**src/hdl/wbsm_pkg.sv**
```systemverilog
// Package for the wildcard byte signature matcher.
// Types, constants and register codes shared by the RTL files.
`timescale 1ns / 1ps
package wbsm_pkg;

  localparam int unsigned MaxPatternBytes = 16;
  localparam int unsigned WinIdxW = $clog2(MaxPatternBytes);
  localparam int unsigned CntW = $clog2(MaxPatternBytes + 1);
  localparam int unsigned LenW = 5;
  localparam int unsigned CfgDataW = 64;
  localparam int unsigned CfgIdxW = 2;

  typedef logic [7:0] byte_t;
  typedef logic [MaxPatternBytes-1:0][7:0] win_t;
  typedef logic [CntW-1:0] cnt_t;

  typedef enum logic [CfgIdxW-1:0] {
    CFG_PATTERN_LOW  = 2'd0,
    CFG_PATTERN_HIGH = 2'd1,
    CFG_WILDCARD     = 2'd2,
    CFG_LENGTH       = 2'd3
  } cfg_idx_e;

  // Signature settings handed to the compare logic.
  typedef struct packed {
    win_t                       sig;
    logic [MaxPatternBytes-1:0] mask;
    cnt_t                       len;
  } sig_cfg_t;

endpackage

```
**src/hdl/wbsm_if.sv**
```systemverilog
// Channel interfaces of the wildcard byte signature matcher.
// Depends on wbsm_pkg.
`timescale 1ns / 1ps
interface wbsm_in_if;
  logic valid;
  logic ready;
  logic [7:0] data_byte;
  logic last_byte;
  modport source (output valid, output data_byte, output last_byte, input ready);
  modport sink (input valid, input data_byte, input last_byte, output ready);
endinterface

interface wbsm_out_if;
  logic valid;
  logic ready;
  logic match_ends_here;
  logic found;
  logic buffer_end;
  modport source (output valid, output match_ends_here, output found, output buffer_end,
                  input ready);
  modport sink (input valid, input match_ends_here, input found, input buffer_end,
                output ready);
endinterface

interface wbsm_cfg_if;
  logic valid;
  logic ready;
  logic [wbsm_pkg::CfgIdxW-1:0] index;
  logic [wbsm_pkg::CfgDataW-1:0] data;
  modport source (output valid, output index, output data, input ready);
  modport sink (input valid, input index, input data, output ready);
endinterface

```
**src/hdl/wbsm_match.sv**
```systemverilog
// Wildcard compare of the signature against the byte window.
// Depends on wbsm_pkg.
`timescale 1ns / 1ps
module wbsm_match (
  input  wbsm_pkg::sig_cfg_t cfg_i,
  input  wbsm_pkg::win_t     win_i,
  input  wbsm_pkg::cnt_t     seen_i,
  output logic               match_o
);

  logic [wbsm_pkg::MaxPatternBytes-1:0] ok;

  always_comb begin
    for (int k = 0; k < int'(wbsm_pkg::MaxPatternBytes); k++) begin
      logic [wbsm_pkg::CntW-1:0] pos;
      pos = cfg_i.len - wbsm_pkg::CntW'(1) - wbsm_pkg::CntW'(k);
      ok[k] = (wbsm_pkg::CntW'(k) >= cfg_i.len) || cfg_i.mask[k] ||
              (cfg_i.sig[k] == win_i[pos[wbsm_pkg::WinIdxW-1:0]]);
    end
    match_o = (seen_i >= cfg_i.len) && (&ok);
  end

endmodule

```
**src/hdl/wildcard_byte_signature_match_core.sv**
```systemverilog
// Top level of the wildcard byte signature matcher.
// Depends on wbsm_pkg, wbsm_if and wbsm_match.
`timescale 1ns / 1ps
// Usage:
//   in_i carries one buffer byte per transfer, last_byte marking the final one.
//   out_o returns one result per byte: match_ends_here, found (sticky within the
//   buffer) and buffer_end (the echoed last_byte; found is then the verdict).
//   cfg_i writes pattern_low, pattern_high, wildcard_mask and pattern_length by
//   index; it is always ready and must be written only while the block is idle.
//   Flow: a byte taken from in_i is staged in the input register, and its
//   result shows on out_o from the result register.
//   Throughput: one byte per cycle while out_o does not stall.
//   The window update and the 16-way byte compare form the single step
//   between the two registers.
//   When out_o stalls, the result register holds, the staged byte waits, and
//   in_i.ready drops once both are full; nothing is lost or repeated.
//   Reset clears the window, the byte count, the found flag and the valid bits,
//   and returns the registers to zero with a pattern length of one.
//   After the last byte the window, count and flag clear; the registers keep.
module wildcard_byte_signature_match_core (
  input  logic clk_i,
  input  logic rst_ni,
  wbsm_in_if.sink    in_i,
  wbsm_out_if.source out_o,
  wbsm_cfg_if.sink   cfg_i
);

  logic [63:0] pat_low_q, pat_high_q;
  logic [15:0] mask_q;
  logic [wbsm_pkg::LenW-1:0] len_q;

  logic in_v_q;
  wbsm_pkg::byte_t in_byte_q;
  logic in_last_q;

  wbsm_pkg::win_t win_q, win_d, win_new;
  wbsm_pkg::cnt_t seen_q, seen_d, seen_new;
  logic found_q, found_d;

  logic out_v_q, out_match_q, out_found_q, out_end_q;

  logic advance, match;
  wbsm_pkg::sig_cfg_t sig_cfg;

  assign cfg_i.ready = 1'b1;

  always_ff @(posedge clk_i or negedge rst_ni) begin
    if (!rst_ni) begin
      pat_low_q  <= '0;
      pat_high_q <= '0;
      mask_q     <= '0;
      len_q      <= wbsm_pkg::LenW'(1);
    end else if (cfg_i.valid) begin
      unique case (wbsm_pkg::cfg_idx_e'(cfg_i.index))
        wbsm_pkg::CFG_PATTERN_LOW:  pat_low_q  <= cfg_i.data;
        wbsm_pkg::CFG_PATTERN_HIGH: pat_high_q <= cfg_i.data;
        wbsm_pkg::CFG_WILDCARD:     mask_q     <= cfg_i.data[15:0];
        wbsm_pkg::CFG_LENGTH:       len_q      <= cfg_i.data[wbsm_pkg::LenW-1:0];
        default: ;
      endcase
    end
  end

  // Effective length: zero reads as one, anything above the window is clamped.
  always_comb begin
    sig_cfg.sig  = wbsm_pkg::win_t'({pat_high_q, pat_low_q});
    sig_cfg.mask = mask_q;
    if (len_q == '0) begin
      sig_cfg.len = wbsm_pkg::CntW'(1);
    end else if (len_q > wbsm_pkg::LenW'(wbsm_pkg::MaxPatternBytes)) begin
      sig_cfg.len = wbsm_pkg::CntW'(wbsm_pkg::MaxPatternBytes);
    end else begin
      sig_cfg.len = wbsm_pkg::CntW'(len_q);
    end
  end

  assign advance    = in_v_q && (!out_v_q || out_o.ready);
  assign in_i.ready = !in_v_q || advance;

  always_comb begin
    win_new = {win_q[wbsm_pkg::MaxPatternBytes-2:0], in_byte_q};
    seen_new = (seen_q < wbsm_pkg::CntW'(wbsm_pkg::MaxPatternBytes)) ?
               seen_q + wbsm_pkg::CntW'(1) : seen_q;
    win_d   = win_q;
    seen_d  = seen_q;
    found_d = found_q;
    if (advance) begin
      if (in_last_q) begin
        win_d   = '0;
        seen_d  = '0;
        found_d = 1'b0;
      end else begin
        win_d   = win_new;
        seen_d  = seen_new;
        found_d = found_q | match;
      end
    end
  end

  wbsm_match u_match (
    .cfg_i   (sig_cfg),
    .win_i   (win_new),
    .seen_i  (seen_new),
    .match_o (match)
  );

  always_ff @(posedge clk_i or negedge rst_ni) begin
    if (!rst_ni) begin
      in_v_q  <= 1'b0;
      out_v_q <= 1'b0;
      win_q   <= '0;
      seen_q  <= '0;
      found_q <= 1'b0;
    end else begin
      if (in_i.ready) begin
        in_v_q <= in_i.valid;
      end
      if (advance) begin
        out_v_q <= 1'b1;
      end else if (out_o.ready) begin
        out_v_q <= 1'b0;
      end
      win_q   <= win_d;
      seen_q  <= seen_d;
      found_q <= found_d;
    end
  end

  always_ff @(posedge clk_i) begin
    if (in_i.valid && in_i.ready) begin
      in_byte_q <= in_i.data_byte;
      in_last_q <= in_i.last_byte;
    end
    if (advance) begin
      out_match_q <= match;
      out_found_q <= found_q | match;
      out_end_q   <= in_last_q;
    end
  end

  assign out_o.valid           = out_v_q;
  assign out_o.match_ends_here = out_match_q;
  assign out_o.found           = out_found_q;
  assign out_o.buffer_end      = out_end_q;

endmodule

```
**src/flat_wrapper.sv**
```systemverilog
// flat-port wrapper written by rule: the top's interface ports become plain ports
module wildcard_byte_signature_match_core_flat 
  (clk_i, rst_ni, in_i_valid, in_i_data_byte, in_i_last_byte, in_i_ready, out_o_valid, out_o_match_ends_here, out_o_found, out_o_buffer_end, out_o_ready, cfg_i_valid, cfg_i_index, cfg_i_data, cfg_i_ready);
  wbsm_in_if in_i_i ();
  wbsm_out_if out_o_i ();
  wbsm_cfg_if cfg_i_i ();
  input  logic clk_i;
  input  logic rst_ni;
  input wire logic [$bits(in_i_i.valid)-1:0] in_i_valid;
  input wire logic [$bits(in_i_i.data_byte)-1:0] in_i_data_byte;
  input wire logic [$bits(in_i_i.last_byte)-1:0] in_i_last_byte;
  output wire logic [$bits(in_i_i.ready)-1:0] in_i_ready;
  output wire logic [$bits(out_o_i.valid)-1:0] out_o_valid;
  output wire logic [$bits(out_o_i.match_ends_here)-1:0] out_o_match_ends_here;
  output wire logic [$bits(out_o_i.found)-1:0] out_o_found;
  output wire logic [$bits(out_o_i.buffer_end)-1:0] out_o_buffer_end;
  input wire logic [$bits(out_o_i.ready)-1:0] out_o_ready;
  input wire logic [$bits(cfg_i_i.valid)-1:0] cfg_i_valid;
  input wire logic [$bits(cfg_i_i.index)-1:0] cfg_i_index;
  input wire logic [$bits(cfg_i_i.data)-1:0] cfg_i_data;
  output wire logic [$bits(cfg_i_i.ready)-1:0] cfg_i_ready;
  assign in_i_i.valid = in_i_valid;
  assign in_i_i.data_byte = in_i_data_byte;
  assign in_i_i.last_byte = in_i_last_byte;
  assign in_i_ready = in_i_i.ready;
  assign out_o_valid = out_o_i.valid;
  assign out_o_match_ends_here = out_o_i.match_ends_here;
  assign out_o_found = out_o_i.found;
  assign out_o_buffer_end = out_o_i.buffer_end;
  assign out_o_i.ready = out_o_ready;
  assign cfg_i_i.valid = cfg_i_valid;
  assign cfg_i_i.index = cfg_i_index;
  assign cfg_i_i.data = cfg_i_data;
  assign cfg_i_ready = cfg_i_i.ready;
  wildcard_byte_signature_match_core u_core (.clk_i(clk_i), .rst_ni(rst_ni), .in_i(in_i_i), .out_o(out_o_i), .cfg_i(cfg_i_i));
endmodule
```
**config.mk**
```make
export PLATFORM = sky130hd
export DESIGN_NAME = wildcard_byte_signature_match_core_flat
export DESIGN_NICKNAME = d
export VERILOG_FILES = /design/src/hdl/wbsm_pkg.sv /design/src/hdl/wbsm_if.sv /design/src/hdl/wbsm_match.sv /design/src/hdl/wildcard_byte_signature_match_core.sv /design/src/flat_wrapper.sv
export SDC_FILE = /design/constraint.sdc
export NUM_CORES = 1
export LEC_CHECK = 0
export BUFFER_PORTS_ARGS = -buffer_cell sky130_fd_sc_hd__buf_2
export CORE_UTILIZATION = 43
export CTS_CLUSTER_DIAMETER = 40
export DETAILED_ROUTE_END_ITERATION = 10
export PLACE_DENSITY = 0.62
export SKIP_LAST_GASP = 1
export SLEW_MARGIN = 25
export SYNTH_ARGS = -nofsm -noshare
export SYNTH_HDL_FRONTEND = slang
export SYNTH_SLANG_ARGS = --single-unit
```
**constraint.sdc**
```tcl
create_clock -name clk_i -period 4.8 [get_ports clk_i]
set_input_delay 0.96 -clock clk_i [delete_from_list [all_inputs] [get_ports clk_i]]
set_output_delay 0.96 -clock clk_i [all_outputs]
set_load 0.02 [all_outputs]
```
; After elaboration in Yosys (flattened, before gate mapping)
; Index checks and enable logic that the tools add are counted.
[totals]
register_bits = 289
inputBits = 80
out_inout_bits = 6
wordCells = 187
[op_classes]
add_sub_neg = 17
order_cmp = 35
n_eq_ne = 19
mux = 40
n_bitwise = 1
reduce_logical = 47
[ops]
columns = operator, count
row1 = binary-select mux 8 bit (select 4 bit), 16
row2 = == test 8 bit, 16
row3 = 2-to-1 mux 8 bit, 16
row4 = 2-to-1 mux 120 bit, 1
row5 = less-than comparator 4 x 5 -> 1 bit (second input constant), 16
row6 = greater-or-equal comparator 4 x 5 -> 1 bit (first input constant), 8
row7 = logical OR 1 bit, 34
row8 = subtractor 4 bit (second input constant), 8
row9 = greater-or-equal comparator 3 x 5 -> 1 bit (first input constant), 4
row10 = 2-to-1 mux 5 bit, 4
row11 = AND reduction 16 bit, 1
row12 = subtractor 4 x 3 -> 4 bit (second input constant), 4
row13 = greater-or-equal comparator 1 x 5 -> 1 bit (first input constant), 2
row14 = greater-or-equal comparator 2 x 5 -> 1 bit (first input constant), 2
row15 = AND reduction 2 bit, 4
row16 = subtractor 4 x 1 -> 4 bit (second input constant), 2
row17 = subtractor 4 x 2 -> 4 bit (second input constant), 2
row18 = adder 5 x 1 -> 5 bit (second input constant), 1
row19 = greater-or-equal comparator 5 bit, 1
row20 = > comparator 5 bit (second input constant), 1
row21 = zero test 5 bit, 1
row22 = less-than comparator 5 bit (second input constant), 1
row23 = == test 2 bit (second input constant), 2
row24 = logical AND 1 bit, 3
row25 = other kinds (6), 9

; Depth between registers and ports, before layout
[logic_depth]
word_depth = 13
ltp_mapped = 17
mapped_depth_nobuf = 15

; Hierarchy
; A second synthesis with hierarchy kept.
[unflattened]
hier_cells = 1931
hier_area_um2 = 19855.3
[modules_own_cells]
columns = module, instances, cells_per_inst, area_per_inst_um2
row1 = wildcard_byte_signature_match_core, 1, 913, 11633.7
row2 = wbsm_match, 1, 1018, 8221.6

; Worst setup path after synthesis
; OpenSTA, ideal clock, no wires.
[synth_path]
path_type = flip-flop to flip-flop
from = register u_core.len_q[0] (netlist name)
to = register u_core.found_q
setup_ns = 0.092
arrival_ns = 3.533
required_time_ns = 4.708
path_slack_ns = 1.175
path_stages_with_launch = 14
period_less_slack_ns = 3.625
path_cell_list = dfstp_2 buf_6 buf_2 mux2_1 a222oi_1 o22ai_1 or3_1 a22oi_1 nand4_1 a211o_1 a2111o_1 nor4_1 nand3_1 o31ai_2
[synth_between]
elab_chain_cells = 13
[synth_lines]
columns = element, line_no
row1 = from (decl), wildcard_byte_signature_match_core.sv:30  ; logic [wbsm_pkg::LenW-1:0] len_q;
row2 = from (signal assigned), wildcard_byte_signature_match_core.sv:52  ; len_q <= wbsm_pkg::LenW'(1);
row3 = from (signal assigned), wildcard_byte_signature_match_core.sv:58  ; wbsm_pkg::CFG_LENGTH: len_q <= cfg_i.data[wbsm_pkg::LenW-1:0];
row4 = > comparator 5 bit, wildcard_byte_signature_match_core.sv:70  ; end else if (len_q > wbsm_pkg::LenW'(wbsm_pkg::MaxPatternBytes)) begin
row5 = 2-to-1 mux 5 bit, wildcard_byte_signature_match_core.sv:70
row6 = 2-to-1 mux 5 bit (*), wildcard_byte_signature_match_core.sv:68  ; if (len_q == '0) begin
row7 = subtractor 4 x 1 -> 4 bit, wbsm_match.sv:16  ; pos = cfg_i.len - wbsm_pkg::CntW'(1) - wbsm_pkg::CntW'(k);
row8 = "subtractor 4 x 1 -> 4 bit, or another cell as far along", wbsm_match.sv:16
row9 = binary-select mux 8 bit (select 4 bit), wbsm_match.sv:18  ; (cfg_i.sig[k] == win_i[pos[wbsm_pkg::WinIdxW-1:0]]);
row10 = 2-to-1 mux 8 bit (not written as such), wbsm_match.sv:18
row11 = == test 8 bit, wbsm_match.sv:18
row12 = logical OR 1 bit, wbsm_match.sv:17  ; ok[k] = (wbsm_pkg::CntW'(k) >= cfg_i.len) || cfg_i.mask[k] ||
row13 = AND reduction 16 bit, wbsm_match.sv:20  ; match_o = (seen_i >= cfg_i.len) && (&ok);
row14 = logical AND 1 bit (*), wbsm_match.sv:20
row15 = bitwise OR 1 bit (*), wildcard_byte_signature_match_core.sv:95  ; found_d = found_q | match;
row16 = 2-to-1 mux 1 bit (*), wildcard_byte_signature_match_core.sv:88  ; if (in_last_q) begin
row17 = to (signal assigned), wildcard_byte_signature_match_core.sv:125  ; found_q <= found_d;
row18 = to (decl), wildcard_byte_signature_match_core.sv:38  ; logic found_q, found_d;
; Mark *: on every way between the ends. The rest lies on a longest branch, timed or not. The select of a mux whose other input is x is not followed.
; A chain may end at the register's enable or synchronous reset.

; Worst setup path in the final report
[layout_path]
from = register u_core.len_q[1] (netlist name)
to = register u_core.found_q
; Same word-level chain as after synthesis.

==> run metrics <==
outcome finished, final reports clean; Die Height 217.9 um; vias per cell 6.463; RePlAce Congestion 1.018; Setup WS post-layout 285.2 ps; Worst-Skew Late Latency 580 ps; #FFs+latches synth 289; Fin Setup TNS 0 ps; crit start category flop; placed cell count 2892; total track usage 33.78%; Iteration-0 DRC Markers 2392; Final Max Tran Viols 0; num ports 86; overall die area 47480 sq um; final worst path period share 94.06%; clk root buf clkbuf_16; asr flop ratio synth 95.85%; CTS tree done; Power, Total 10.78 mW; drt wl/cell 26.95 um; pin count of the biggest net entering global routing 110; Synthesis Warnings 0; First-pass DRT Iterations 6; CTS max path bufs 3; worst path required time 5290 ps; hold_buf cts 0; DP HPWL 58320 um; first-pass GRT wire length 119700 um; Unique masters post-synth 82; ANT nets after route 0; leak pwr 9.235 nW; GR Overflow Total 0; final setup vio count 0; CP Capture Type flop; Sink Count 289; pwr dens 461.6 nW/um^2; min cycle time layout 4515 ps; Final Hold Vio Count 0; fmax 221.5 MHz; slew margin rel. 29.78%; DRC 0; maxcap violations 0; Main synth FF type dfrtp_1; worst-path fanout max 65; ant diodes 0; Worst-Margin Slew 1048 ps; vias after detailed routing 19330; gate count of the mapped netlist 2263; fin nets 2439; worst hold slack 243.4 ps; Core ar. 45670 sq um; CTS Buf Count 47; clock-pin slew on the worst setup and hold paths 60 ps; share of layout cells above drive strength 1 21.25%; Mean Syn Cell Area 8.857 sq um; Starting Density 43.88%; Seq/Total Area, Yosys 36.39%; Post-synth EDFFs 12; VDD IR max 0.3750 mV; Hold WC Path Type input port to asynchronous set/reset pin; DRT Wirelength 80610 um; Setup WS pre-CTS 53.17 ps; post-synthesis instance area 20040 sq um; Setup Skew 21.75 ps; Area Growth Syn to Fin 16.51%; Site Rows 78; Post-Layout Cell Count 2991; Arr. time, crit path 5000 ps; initial antenna violation count 1; die width 217.9 um; unrepaired setup endpoints after global routing no; H-tree levels 2; Port Buffer Count 84; vias in the first global route 18280; crit path kind flop to flop; syn_nets 2349
## metrics by stage
step	util, %	cell area [sq um]
after floorplan	-	20040
after global placement	47.18	21550
after detailed placement	47.18	21550
after CTS	50.77	23190
after global routing	51.13	23350
final	51.13	23350
## worst max-delay path, stage by stage (launching register included)
cell and delay, ps:
dfrtp_4 600, a21o_1 310, a21oi_4 240, buf_12 300, a21oi_1 120, a22oi_1 390, buf_4 210, a22oi_1 90
and3_1 210, or4b_1 530, nor4_1 290, o21ai_1 290, nor4_2 330, nand3_1 110, buf_4 180, o31ai_2 170
## final cells by class
cell class	instances	area [sq um]
clock inverters	30	330.3
inverters	27	102.6
multi-input cells	1761	11960
well taps	600	750.7
clock buffers	57	1306
flip-flops and latches	289	7301
repair buffers	227	1603
fillers	4277	22320
## cell families (layout without fill, tap and decap cells)
kind of cell,Yosys count,in the layout,share of synthesized area [%]
buffers and inverters,214,341,4.501
flip-flops,289,289,36.39
other,1,1,0.01871
XOR/XNOR,115,115,5.025
AO/OA/AOI/OAI,786,787,26.08
adder cells (fa/ha/maj),6,6,0.3745
AND/OR/NAND/NOR,613,613,14.66
multiplexers,239,239,12.95
## registers in the layout (all words and copies together) (netlist names)
register                      count
u_core.win_new                  120
u_core.pat_high_q                64
u_core.pat_low_q                 64
u_core.mask_q                    16
u_core.in_byte_q                  8
u_core.len_q                      5
u_core.seen_q                     5
u_core.found_q                    1
u_core.in_last_q                  1
u_core.in_v_q                     1
u_core.out_o.buffer_end           1
u_core.out_o.found                1
u_core.out_o.match_ends_here      1
u_core.out_o.valid                1
## synth_stat cells, types with 24 or more instances
cell      count  area (sq um)
clkbuf_1    120         450.4
a21oi_1     209          1046
o22ai_1      95         594.3
inv_1        24         90.09
dfrtp_1     276          6907
mux2_2      161          1813
mux2i_1      77         770.7
xor2_1       53         464.2
xnor2_1      62         543.0
nand2b_1    100         625.6
nand2_1     269          1010
a221oi_1     38         332.8
nor2_1       98         367.9
o21ai_0     143         715.7
a22oi_1      95         713.2
buf_2        40         200.2
## metal layers
metal	vias up	GRT usage, %	share of wire (%)	routed length (um)
li1	8625	-	-	-
met1	9488	45.72	42	33800
met2	1027	51.95	45	35960
met3	191	5.983	8.3	6677
met4	0	16.39	5.2	4168
met5	-	0	0	0
## repair_timing
item / in CTS / in global routing
setup buffers: 0 / 10
resized for setup: 0 / 8
endpoints found under the setup margin: 0 / 3
endpoints found under the hold margin: 0 / 0
## worst paths after layout
check,end,slack (ps),depth (start not counted),start
min in group clk_i,u_core.found_q$_DFFE_PN0P_,470,2,u_core.found_q$_DFFE_PN0P_
max reg2reg,u_core.found_q$_DFFE_PN0P_,290,15,u_core.len_q[1]$_DFFE_PN0P_
max,u_core.found_q$_DFFE_PN0P_,290,15,u_core.len_q[1]$_DFFE_PN0P_
min reg2reg,u_core.found_q$_DFFE_PN0P_,470,2,u_core.found_q$_DFFE_PN0P_
max in group asynchronous,u_core.pat_low_q[1]$_DFFE_PN0P_,3440,3,rst_ni
min,u_core.win_new[34]$_DFFE_PN0P_,240,1,rst_ni
## layout by cell type, fill, tap and decap left out, types with 19 or more instances in the layout
cell type	count
xnor2_1	62
dfrtp_1	274
o2bb2ai_1	21
a21oi_1	209
nand3b_1	19
nand2b_1	100
nor2_1	98
o22ai_1	95
mux2_2	161
a221oi_1	38
o21ai_0	143
inv_1	24
a22o_1	23
xor2_1	53
nand2_1	268
and3_1	20
buf_4	135
mux2i_1	76
buf_2	83
clkbuf_16	49
nor3_1	22
o31ai_1	20
a22oi_1	94
## where the power goes
part           leakage, nW  total (mW)  switching [mW]  internal (mW)
Clock                0.793        3.48            1.29           2.19
Sequential            3.64        3.09           0.344           2.75
Combinational         4.80        4.21            2.63           1.58
Total                 9.23        10.8            4.27           6.51
(Power assumes the default switching activity.)
